`src/rtl/core/oid_bh_pkg.sv`:
```
`default_nettype none
package oid_bh_pkg;

  // hash constants
  localparam logic [31:0] HASH_INIT     = 32'h9E37_79B9;
  localparam logic [31:0] HASH_MIX      = 32'h85EB_CA6B;
  localparam logic [31:0] HASH_FINAL    = 32'h7FEB_352D;
  localparam int unsigned SHIFT_ROUND   = 13;
  localparam int unsigned SHIFT_FIN_A   = 16;
  localparam int unsigned SHIFT_FIN_B   = 15;
  localparam logic [31:0] BUCKETS_RESET = 32'd1024;
  localparam int unsigned ID_BYTES_DEF  = 20;

  // one absorbed identifier waiting for finalisation
  typedef struct packed {
    logic [31:0] hash;
    logic [31:0] count;
  } q_entry_t;

  // front to queue write side
  typedef struct packed {
    logic     push;
    q_entry_t entry;
  } q_push_t;

  // queue to back read side
  typedef struct packed {
    logic     empty;
    q_entry_t entry;
  } q_head_t;

endpackage
`default_nettype wire

```
`src/rtl/core/oid_bh_front.sv`:
```
`default_nettype none
module oid_bh_front import oid_bh_pkg::*; #(
  parameter int unsigned ID_BYTES = ID_BYTES_DEF
) (
  input  wire logic        clk_i,
  input  wire logic        rst_ni,
  input  wire logic        in_valid_i,
  output logic             in_stall_o,
  input  wire logic [7:0]  id_byte_i,
  input  wire logic [31:0] bucket_count_i,
  input  wire logic        q_full_i,
  output q_push_t          q_push_o
);

  localparam int unsigned POS_W = (ID_BYTES > 1) ? $clog2(ID_BYTES) : 1;
  localparam logic [POS_W-1:0] POS_LAST = POS_W'(ID_BYTES - 1);

  logic [31:0]      hash_q, hash_d;
  logic [POS_W-1:0] pos_q, pos_d;
  logic             is_last;
  logic             accept;
  logic [31:0]      mixed;
  logic [31:0]      prod;
  logic [31:0]      absorbed;

  // absorb one byte: xor, multiply, shift-xor
  always_comb begin
    mixed    = hash_q ^ {24'b0, id_byte_i};
    prod     = mixed * HASH_MIX;
    absorbed = prod ^ (prod >> SHIFT_ROUND);
  end

  // stall only the last word of an identifier while the queue is full
  assign is_last    = (pos_q == POS_LAST);
  assign in_stall_o = is_last && q_full_i;
  assign accept     = in_valid_i && !in_stall_o;

  // push the absorbed hash with the count in force at the last word
  always_comb begin
    q_push_o.push        = accept && is_last;
    q_push_o.entry.hash  = absorbed;
    q_push_o.entry.count = bucket_count_i;
  end

  // advance position, restart after the last word
  always_comb begin
    hash_d = hash_q;
    pos_d  = pos_q;
    if (accept) begin
      if (is_last) begin
        hash_d = HASH_INIT;
        pos_d  = '0;
      end else begin
        hash_d = absorbed;
        pos_d  = pos_q + POS_W'(1);
      end
    end
  end

  always_ff @(posedge clk_i or negedge rst_ni) begin
    if (!rst_ni) begin
      hash_q <= HASH_INIT;
      pos_q  <= '0;
    end else begin
      hash_q <= hash_d;
      pos_q  <= pos_d;
    end
  end

endmodule
`default_nettype wire

```
`src/rtl/core/oid_bh_queue.sv`:
```
`default_nettype none
module oid_bh_queue import oid_bh_pkg::*; (
  input  wire logic clk_i,
  input  wire logic rst_ni,
  input  q_push_t   q_push_i,
  input  wire logic pop_i,
  output logic      full_o,
  output q_head_t   head_o
);

  q_entry_t   mem_q [2];
  logic       wr_ptr_q, rd_ptr_q;
  logic [1:0] fill_q;

  assign full_o       = (fill_q == 2'd2);
  assign head_o.empty = (fill_q == 2'd0);
  assign head_o.entry = mem_q[rd_ptr_q];

  // store pushed words
  always_ff @(posedge clk_i) begin
    if (q_push_i.push) begin
      mem_q[wr_ptr_q] <= q_push_i.entry;
    end
  end

  // advance pointers and fill level
  always_ff @(posedge clk_i or negedge rst_ni) begin
    if (!rst_ni) begin
      wr_ptr_q <= 1'b0;
      rd_ptr_q <= 1'b0;
      fill_q   <= 2'd0;
    end else begin
      if (q_push_i.push) begin
        wr_ptr_q <= ~wr_ptr_q;
      end
      if (pop_i) begin
        rd_ptr_q <= ~rd_ptr_q;
      end
      case ({q_push_i.push, pop_i})
        2'b10:   fill_q <= fill_q + 2'd1;
        2'b01:   fill_q <= fill_q - 2'd1;
        default: fill_q <= fill_q;
      endcase
    end
  end

endmodule
`default_nettype wire

```
`src/rtl/core/oid_bh_back.sv`:
```
`default_nettype none
module oid_bh_back import oid_bh_pkg::*; (
  input  wire logic   clk_i,
  input  wire logic   rst_ni,
  input  q_head_t     head_i,
  output logic        pop_o,
  output logic        out_valid_o,
  input  wire logic   out_stall_i,
  output logic [31:0] bucket_num_o,
  output logic [31:0] hash_word_o
);

  localparam int unsigned DIV_STEPS = 32;
  localparam int unsigned CNT_W     = $clog2(DIV_STEPS);
  localparam logic [CNT_W-1:0] CNT_LAST = CNT_W'(DIV_STEPS - 1);

  typedef enum logic [1:0] {
    S_IDLE,
    S_MUL,
    S_DIV,
    S_DONE
  } state_e;

  state_e           state_q;
  logic [31:0]      ent_hash_q;
  logic [31:0]      count_q;
  logic [31:0]      hash_q;
  logic [31:0]      dvd_q;
  logic [31:0]      rem_q;
  logic [CNT_W-1:0] cnt_q;
  logic             out_valid_q;
  logic [31:0]      index_q;
  logic [31:0]      word_q;

  logic [31:0] fin_a;
  logic [31:0] fin_p;
  logic [31:0] fin_h;
  logic [32:0] rem_sh;
  logic [32:0] rem_sub;
  logic [31:0] rem_next;
  logic        out_free;

  // finalise: shift-xor, multiply, shift-xor
  always_comb begin
    fin_a = ent_hash_q ^ (ent_hash_q >> SHIFT_FIN_A);
    fin_p = fin_a * HASH_FINAL;
    fin_h = fin_p ^ (fin_p >> SHIFT_FIN_B);
  end

  // one restoring step of the modulo
  always_comb begin
    rem_sh   = {rem_q, dvd_q[31]};
    rem_sub  = rem_sh - {1'b0, count_q};
    rem_next = (rem_sh >= {1'b0, count_q}) ? rem_sub[31:0] : rem_sh[31:0];
  end

  assign pop_o    = (state_q == S_IDLE) && !head_i.empty;
  assign out_free = !out_valid_q || !out_stall_i;

  // sequence one identifier through finalise, modulo and output
  always_ff @(posedge clk_i or negedge rst_ni) begin
    if (!rst_ni) begin
      state_q     <= S_IDLE;
      out_valid_q <= 1'b0;
      ent_hash_q  <= '0;
      count_q     <= '0;
      hash_q      <= '0;
      dvd_q       <= '0;
      rem_q       <= '0;
      cnt_q       <= '0;
      index_q     <= '0;
      word_q      <= '0;
    end else begin
      // drop the taken word unless a new one is loaded below
      if (out_valid_q && !out_stall_i && (state_q != S_DONE)) begin
        out_valid_q <= 1'b0;
      end
      unique case (state_q)
        S_IDLE: begin
          if (!head_i.empty) begin
            ent_hash_q <= head_i.entry.hash;
            count_q    <= head_i.entry.count;
            state_q    <= S_MUL;
          end
        end
        S_MUL: begin
          hash_q  <= fin_h;
          dvd_q   <= fin_h;
          rem_q   <= '0;
          cnt_q   <= '0;
          state_q <= S_DIV;
        end
        S_DIV: begin
          rem_q <= rem_next;
          dvd_q <= {dvd_q[30:0], 1'b0};
          cnt_q <= cnt_q + CNT_W'(1);
          if (cnt_q == CNT_LAST) begin
            state_q <= S_DONE;
          end
        end
        S_DONE: begin
          // hold until the output register is free
          if (out_free) begin
            index_q     <= (count_q == '0) ? '0 : rem_q;
            word_q      <= hash_q;
            out_valid_q <= 1'b1;
            state_q     <= S_IDLE;
          end
        end
        default: state_q <= S_IDLE;
      endcase
    end
  end

  assign out_valid_o  = out_valid_q;
  assign bucket_num_o = index_q;
  assign hash_word_o  = word_q;

endmodule
`default_nettype wire

```
`src/rtl/core/oid_bucket_hash.sv`:
```
// Path from the word carrying the last identifier byte to out_valid_o:
//   (queue pop, finalise multiply, a 32-step restoring modulo, output load).
// Throughput: one byte per cycle unless a full queue stalls it; the back end runs its
//   bit-serial modulo to the end before its next pop; a two-entry queue decouples them.
// Reset: asynchronous active low; clears the running hash to 0x9E3779B9, drops any
//   partial identifier and queued work, and returns the bucket count to 1024.
`default_nettype none
module oid_bucket_hash import oid_bh_pkg::*; #(
  parameter int unsigned ID_BYTES = ID_BYTES_DEF
) (
  input  wire logic        clk_i,
  input  wire logic        rst_ni,
  input  wire logic        cfg_we_i,
  input  wire logic [31:0] cfg_wdata_i,
  input  wire logic        in_valid_i,
  output logic             in_stall_o,
  input  wire logic [7:0]  id_byte_i,
  output logic             out_valid_o,
  input  wire logic        out_stall_i,
  output logic [31:0]      bucket_num_o,
  output logic [31:0]      hash_word_o
);

  logic [31:0] bucket_count_q;
  q_push_t     q_push;
  q_head_t     q_head;
  logic        q_full;
  logic        q_pop;

  // hold the bucket count register
  always_ff @(posedge clk_i or negedge rst_ni) begin
    if (!rst_ni) begin
      bucket_count_q <= BUCKETS_RESET;
    end else if (cfg_we_i) begin
      bucket_count_q <= cfg_wdata_i;
    end
  end

  oid_bh_front #(
    .ID_BYTES (ID_BYTES)
  ) u_front (
    .clk_i          (clk_i),
    .rst_ni         (rst_ni),
    .in_valid_i     (in_valid_i),
    .in_stall_o     (in_stall_o),
    .id_byte_i      (id_byte_i),
    .bucket_count_i (bucket_count_q),
    .q_full_i       (q_full),
    .q_push_o       (q_push)
  );

  oid_bh_queue u_queue (
    .clk_i    (clk_i),
    .rst_ni   (rst_ni),
    .q_push_i (q_push),
    .pop_i    (q_pop),
    .full_o   (q_full),
    .head_o   (q_head)
  );

  oid_bh_back u_back (
    .clk_i        (clk_i),
    .rst_ni       (rst_ni),
    .head_i       (q_head),
    .pop_o        (q_pop),
    .out_valid_o  (out_valid_o),
    .out_stall_i  (out_stall_i),
    .bucket_num_o (bucket_num_o),
    .hash_word_o  (hash_word_o)
  );

  // queue never written while full
  a_no_overflow: assert property (@(posedge clk_i) disable iff (!rst_ni)
    q_push.push |-> !q_full)
    else $error("queue written while full");

  // queue never read while empty
  a_no_underflow: assert property (@(posedge clk_i) disable iff (!rst_ni)
    q_pop |-> !q_head.empty)
    else $error("queue read while empty");

  // input stalls only on back pressure from a full queue
  a_stall_cause: assert property (@(posedge clk_i) disable iff (!rst_ni)
    in_stall_o |-> q_full)
    else $error("input stalled without a full queue");

endmodule
`default_nettype wire
```
`config.mk`:
```
export PLATFORM = sky130hd
export DESIGN_NAME = oid_bucket_hash
export DESIGN_NICKNAME = d
export VERILOG_FILES = /design/src/rtl/core/oid_bh_pkg.sv /design/src/rtl/core/oid_bh_front.sv /design/src/rtl/core/oid_bh_queue.sv /design/src/rtl/core/oid_bh_back.sv /design/src/rtl/core/oid_bucket_hash.sv
export SDC_FILE = /design/constraint.sdc
export NUM_CORES = 2
export LEC_CHECK = 0
export ABC_AREA = 1
export BUFFER_PORTS_ARGS = -buffer_cell sky130_fd_sc_hd__buf_4
export CAP_MARGIN = 30
export CORE_UTILIZATION = 55
export DETAILED_ROUTE_END_ITERATION = 10
export PLACE_DENSITY = 0.7
export SETUP_SLACK_MARGIN = 0.3
export SYNTH_ARGS = -nofsm -noshare
export SYNTH_HDL_FRONTEND = slang
export SYNTH_SLANG_ARGS = --single-unit
```
`constraint.sdc`:
```
create_clock -name clk_i -period 15.7 [get_ports clk_i]
set_input_delay 1.57 -clock clk_i [delete_from_list [all_inputs] [get_ports clk_i]]
set_output_delay 1.57 -clock clk_i [all_outputs]
set_load 0.1 [all_outputs]
```
[Word-level counts from Yosys, hierarchy flattened]
Memories as Yosys holds them, arrays and structs flattened. A register that Yosys moved wholly into a read port is not among the register bits.
Cells that the tools add are included.
Storage, ports and cells
  output and inout port bits: 66
  register bits after elaboration: 241
  memories: 1
  RAM bits: 128
  bits of input ports: 45
  logic and storage cells: 79
Memory list
  u_queue.mem_q: words 2, width 64, rd ports 1, clocked after Yosys merged registers in 1, write ports 1, RTL line oid_bh_queue.sv:11  | q_entry_t mem_q [2];
Operators by class
  $add $sub $neg: 5
  magnitude comparators: 1
  reduce and logical (&&, ||, !) cells: 20
  equal/unequal tests: 12
  multipliers: 2
  bitwise gates (word level): 7
  multiplexer cells: 17
Operators with widths (number)
  one-hot mux 32 bit (2 select lines): 2
  two-way mux 32 bit: 3
  greater-or-equal comparator 33 x 32 -> 1 bit: 1
  zero test 32 bit: 1
  multiplier 32 x 31 -> 32 bit (second input constant): 1
  multiplier 32 x 32 -> 32 bit (second input constant): 1
  subtractor 32 bit: 1
  bitwise XOR 32 x 16 -> 32 bit: 1
  bitwise XOR 32 x 17 -> 32 bit: 1
  bitwise XOR 32 x 19 -> 32 bit: 1
  bitwise XOR 32 x 8 -> 32 bit: 1
  adder 5 x 1 -> 5 bit (second input constant): 2
  == test 5 bit (second input constant): 2
  one-hot mux 5 bit (2 select lines): 1
  == test 2 bit (second input constant): 4
  one-hot mux 2 bit (4 select lines): 1
  logical AND 1 bit: 6
  two-way mux 2 bit: 3
  zero test 1 bit: 5
  two-way mux 1 bit: 5
  two-way mux 5 bit: 1
  == test 2 x 1 -> 1 bit (second input constant): 2
  zero test 2 bit: 2
  inequality test 2 x 1 -> 1 bit (second input constant): 2
  9 further kinds: 14

[Longest topological paths before layout]
  depth in word-level cells: 7
  mapped depth: 31
  mapped depth without buffers: 31

[Modules after synthesis]
From an unflattened synthesis, not the netlist that was laid out.
Unflattened totals
  cell total of the unflattened synthesis: 4376
  area, all modules: 39148.8 um^2
By module, submodules not included
  oid_bh_back: instances 1, area an instance 21261.6 um^2, sequential area each 5805.6 um^2, cells each 2554
  oid_bh_front: instances 1, area an instance 11603.6 um^2, sequential area each 950.9 um^2, cells each 1328
  oid_bh_queue: instances 1, area an instance 4989.8 um^2, sequential area each 3943.8 um^2, cells each 358
  oid_bucket_hash: instances 1, area an instance 1293.7 um^2, sequential area each 802.0 um^2, cells each 136

[Worst setup path after synthesis]
OpenSTA, ideal clock, no wires.
  path type: input to register
  start point: in id_byte_i[7]
  end point: mem u_queue.mem_q[0][47] (netlist name), data pin
  cell stages on the path: 19
  library setup time: 0.258 ns
  data required time: 15.442 ns
  slack: 8.222 ns
  arrival: 7.220 ns
  buffers on the path: 0
  path through: xor2_1 fa_1 fa_1 fa_1 inv_1 fa_1 fa_1 inv_1 fa_1 fa_1 fa_1 ha_1 nand2_1 nor2_1 nand2_1 or3_1 nand3_1 nand3b_1 and2_1
RTL lines
  start: declaration: RTL line oid_bucket_hash.sv:17  | input wire logic [7:0] id_byte_i,
  end: declaration: RTL line oid_bh_queue.sv:11

==> flow_summary_export.csv <==
group,metric,value,unit
outcome,status,"finished, final reports clean",
sta,rsz0062_at_grt,"false",
floorplan,io_pins,111,
layout,drive_above_1_share,0.0844,
routing,vias,27114,
synthesis,synth.mux.area_fraction,0.00952,
layout,multi_input_area,0.0229,mm2
cts,cts.path.max_buffers,3,
synthesis,synth_edf_count,128,
floorplan,initial_core_util,0.560,
layout,regArea,0.0115,mm2
global_routing,grt_max_degree,87,
global_routing,grt_pass1_wl,159000,um
sta,fin_crit_sh,0.507,
routing,totalWireLength,100000,um
critical_path,cp_data_arrival_time,8.29,ns
sta,hold_viol,0,
sta,fin_setup_tns,0,ns
synthesis,synth_top_flop_cell,"dfrtp_1",
worst_hold_path,min_path_type,"reg -> reg",
cts,clockRootBuffer,"clkbuf_16",
routing,via_per_inst,5.40,
layout,fin_nets,4974,
routing,wl_per_cell,19.9,um
placed_design,routabilityCongestion,0.989,
critical_path,required,16.02,ns
routing,drt_first_pass_iters,6,
routing,ant_nets,0,
cts,cts_buffers,45,
cts,postCtsSetupBuffers,0,
synthesis,synth_cell_types,64,
sta,period_minus_slack,7.96,ns
synthesis,synth_top_family_by_area,"adder cells",
sta,layout_setup_ws,7.74,ns
synthesis,synth.top_cells.by_area,"fa_1, dfrtp_1, ha_1, edfxtp_1, inv_1",
run,maxCapViolCount,0,
synthesis,synth-compound-area-share,0.0692,
routing,drc_errors,0,
cts,clk_latency,0.59,ns
synthesis,avgSynthCellArea,9.45,um2
cts,cts_tree,"done",
critical_path,cp-start-kind,"input port",
floorplan,rows,95,
synthesis,ys_seq_elements,433,
synthesis,synth.top_cells.by_count,"inv_1, nand2_1, fa_1, ha_1, dfrtp_1",
floorplan,fp.dieArea,0.0699,mm2
floorplan,core_area,0.0676,mm2
floorplan,dieHeight,264,um
placed_design,port-buffer-count,110,
synthesis,synth_top_area_cell,"fa_1",
synthesis,ys_seq_area_frac,0.304,
layout,area_growth,8.85,%
synthesis,synthCells,4008,
synthesis,ys_async_sr_fraction,0.704,
sta,drv_slew,0,
critical_path,worstPathMaxFanout,6,
layout,num_antenna_cells,0,
routing,drtIter0Drc,1936,
synthesis,synth_fa_ha_area_frac,0.353,
sta,clock.fmax,126,MHz
global_routing,antenna_found_initial,0,
synthesis,synth_most_common_cell,"inv_1",
cts,clk_pin_slew,0.06,ns
cts,hold_buffers,0,
critical_path,criticalPathCategory,"in -> reg",
synthesis,syn_area,0.0379,mm2
sta,skew,0.0373,ns
critical_path,cp-end-kind,"flop",
sta,finalSetupViolations,0,
placed_design,place_hpwl,81600,um
global_routing,grt_pass1_vias,28106,
synthesis,synth_xor_area_frac,0.0303,
synthesis,ys_warn_count,0,
sta,max_slew_margin,0.354,
global_routing,track_usage,0.298,
synthesis,yosys.area.top_type_share,0.220,
global_routing,grt_overflow,0,
synthesis,synth-simple-area-share,0.141,
layout,fillers,5743,
cts,cts_resized,0,
synthesis,synth_nets,4872,
cts,htreeDepth,2,
floorplan,die_x,264,um
placed_design,post-place-ws,7.29,ns
sta,tightest_slew,0.963,ns
cts,clock-sinks,433,
[flip-flops by register name, summed over array words and instances (netlist names), 2 cells and up]
| signal | flops |
|---|---|
| bucket_count_q | 32 |
| u_back.count_q | 32 |
| u_queue.mem_q | 128 |
| u_back.state_q | 2 |
| u_front.hash_q | 32 |
| u_back.dvd_q | 32 |
| u_back.rem_q | 32 |
| u_back.hash_q | 32 |
| u_back.bucket_num_o | 32 |
| u_back.hash_word_o | 32 |
| u_back.ent_hash_q | 32 |
| u_back.cnt_q | 5 |
| u_queue.fill_q | 2 |
| u_front.pos_q | 5 |
[worst max-delay path, stage by stage]
cell	delay, ns
buf_4	0.11
xnor2_1	0.55
inv_1	0.33
nor2_1	0.16
nor2_1	0.09
ha_1	0.19
or2_2	0.32
fa_1	0.46
fa_1	0.40
inv_1	0.10
fa_1	0.20
inv_1	0.06
fa_1	0.48
fa_1	0.57
fa_1	0.43
fa_1	0.47
ha_1	0.40
a21oi_1	0.23
o21ai_0	0.19
nand2_1	0.10
o211ai_1	0.08
a31oi_1	0.31
nand2_1	0.11
nand2_1	0.10
nand2_1	0.11
nand2_1	0.09
nand2_1	0.07
[final cells by class]
class,instances,share of cell area
Clock buffer,49,0.0282
Clock inverter,35,0.00847
Inverter,834,0.0760
Multi-Input combinational cell,2658,0.555
Sequential cell,433,0.279
Tap cell,873,0.0265
Timing Repair Buffer,138,0.0270
[routing by layer]
layer	global-route usage	routed length (um)
met5	0	0
met4	0.0962	3470
met3	0.0303	3990
met2	0.499	48300
met1	0.409	44400
[cells in the final DEF (no fill, tap or decap), types with 21 or more instances in the layout]
cell type    n
clkbuf_16   46
dfstp_2     21
nand3b_1    30
nor3_1      22
o21ai_0     89
o211ai_2    23
ha_1       402
fa_1       417
buf_4      132
inv_1      826
nand2_1    804
mux2_2      32
nand3_1    168
xor2_1      61
a31oi_1     72
a21oi_1     97
edfxtp_1   128
nor2_1     167
nand4_1     22
dfrtp_1    283
xnor2_1     68
[cells by family (layout without fill, tap and decap cells)]
group | Yosys count | count (layout)
AO/OA/AOI/OAI | 408 | 408
XOR/XNOR | 130 | 130
adder cells (fa/ha/maj) | 819 | 819
buffers and inverters | 917 | 1056
flip-flops | 433 | 433
multiplexers | 32 | 32
AND/OR/NAND/NOR | 1269 | 1269
[final timing paths]
path | startpoint | to | slack [ns] | depth (start not counted)
setup / recovery | id_byte_i[4] | u_queue.mem_q[0][48] | 7.74 | 27
max in group asynchronous | rst_ni | u_back.hash_q[8] | 12.94 | 4
min in group asynchronous | rst_ni | u_back.ent_hash_q[3] | 1.01 | 1
setup reg to reg | u_back.ent_hash_q[21] | u_back.hash_q[14] | 7.76 | 31
hold reg to reg | bucket_count_q[28] | u_queue.mem_q[0][28] | 0.47 | 0
hold / removal | bucket_count_q[28] | u_queue.mem_q[0][28] | 0.47 | 0
[per-stage QoR]
stage	util	instances	hold slack (ns)	instance area, um2
global route	0.609	5020	0.482	41200
finish	0.609	5020	0.465	41200
floorplan	-	4008	0.433	37900
detailed placement	0.587	4934	0.453	39700
global placement	0.585	4929	0.443	39600
CTS	0.609	5018	0.469	41200
Power is left out: the tool's default activity adds up to more than one toggle a clock period on the data nets, which glitch-free logic cannot reach.
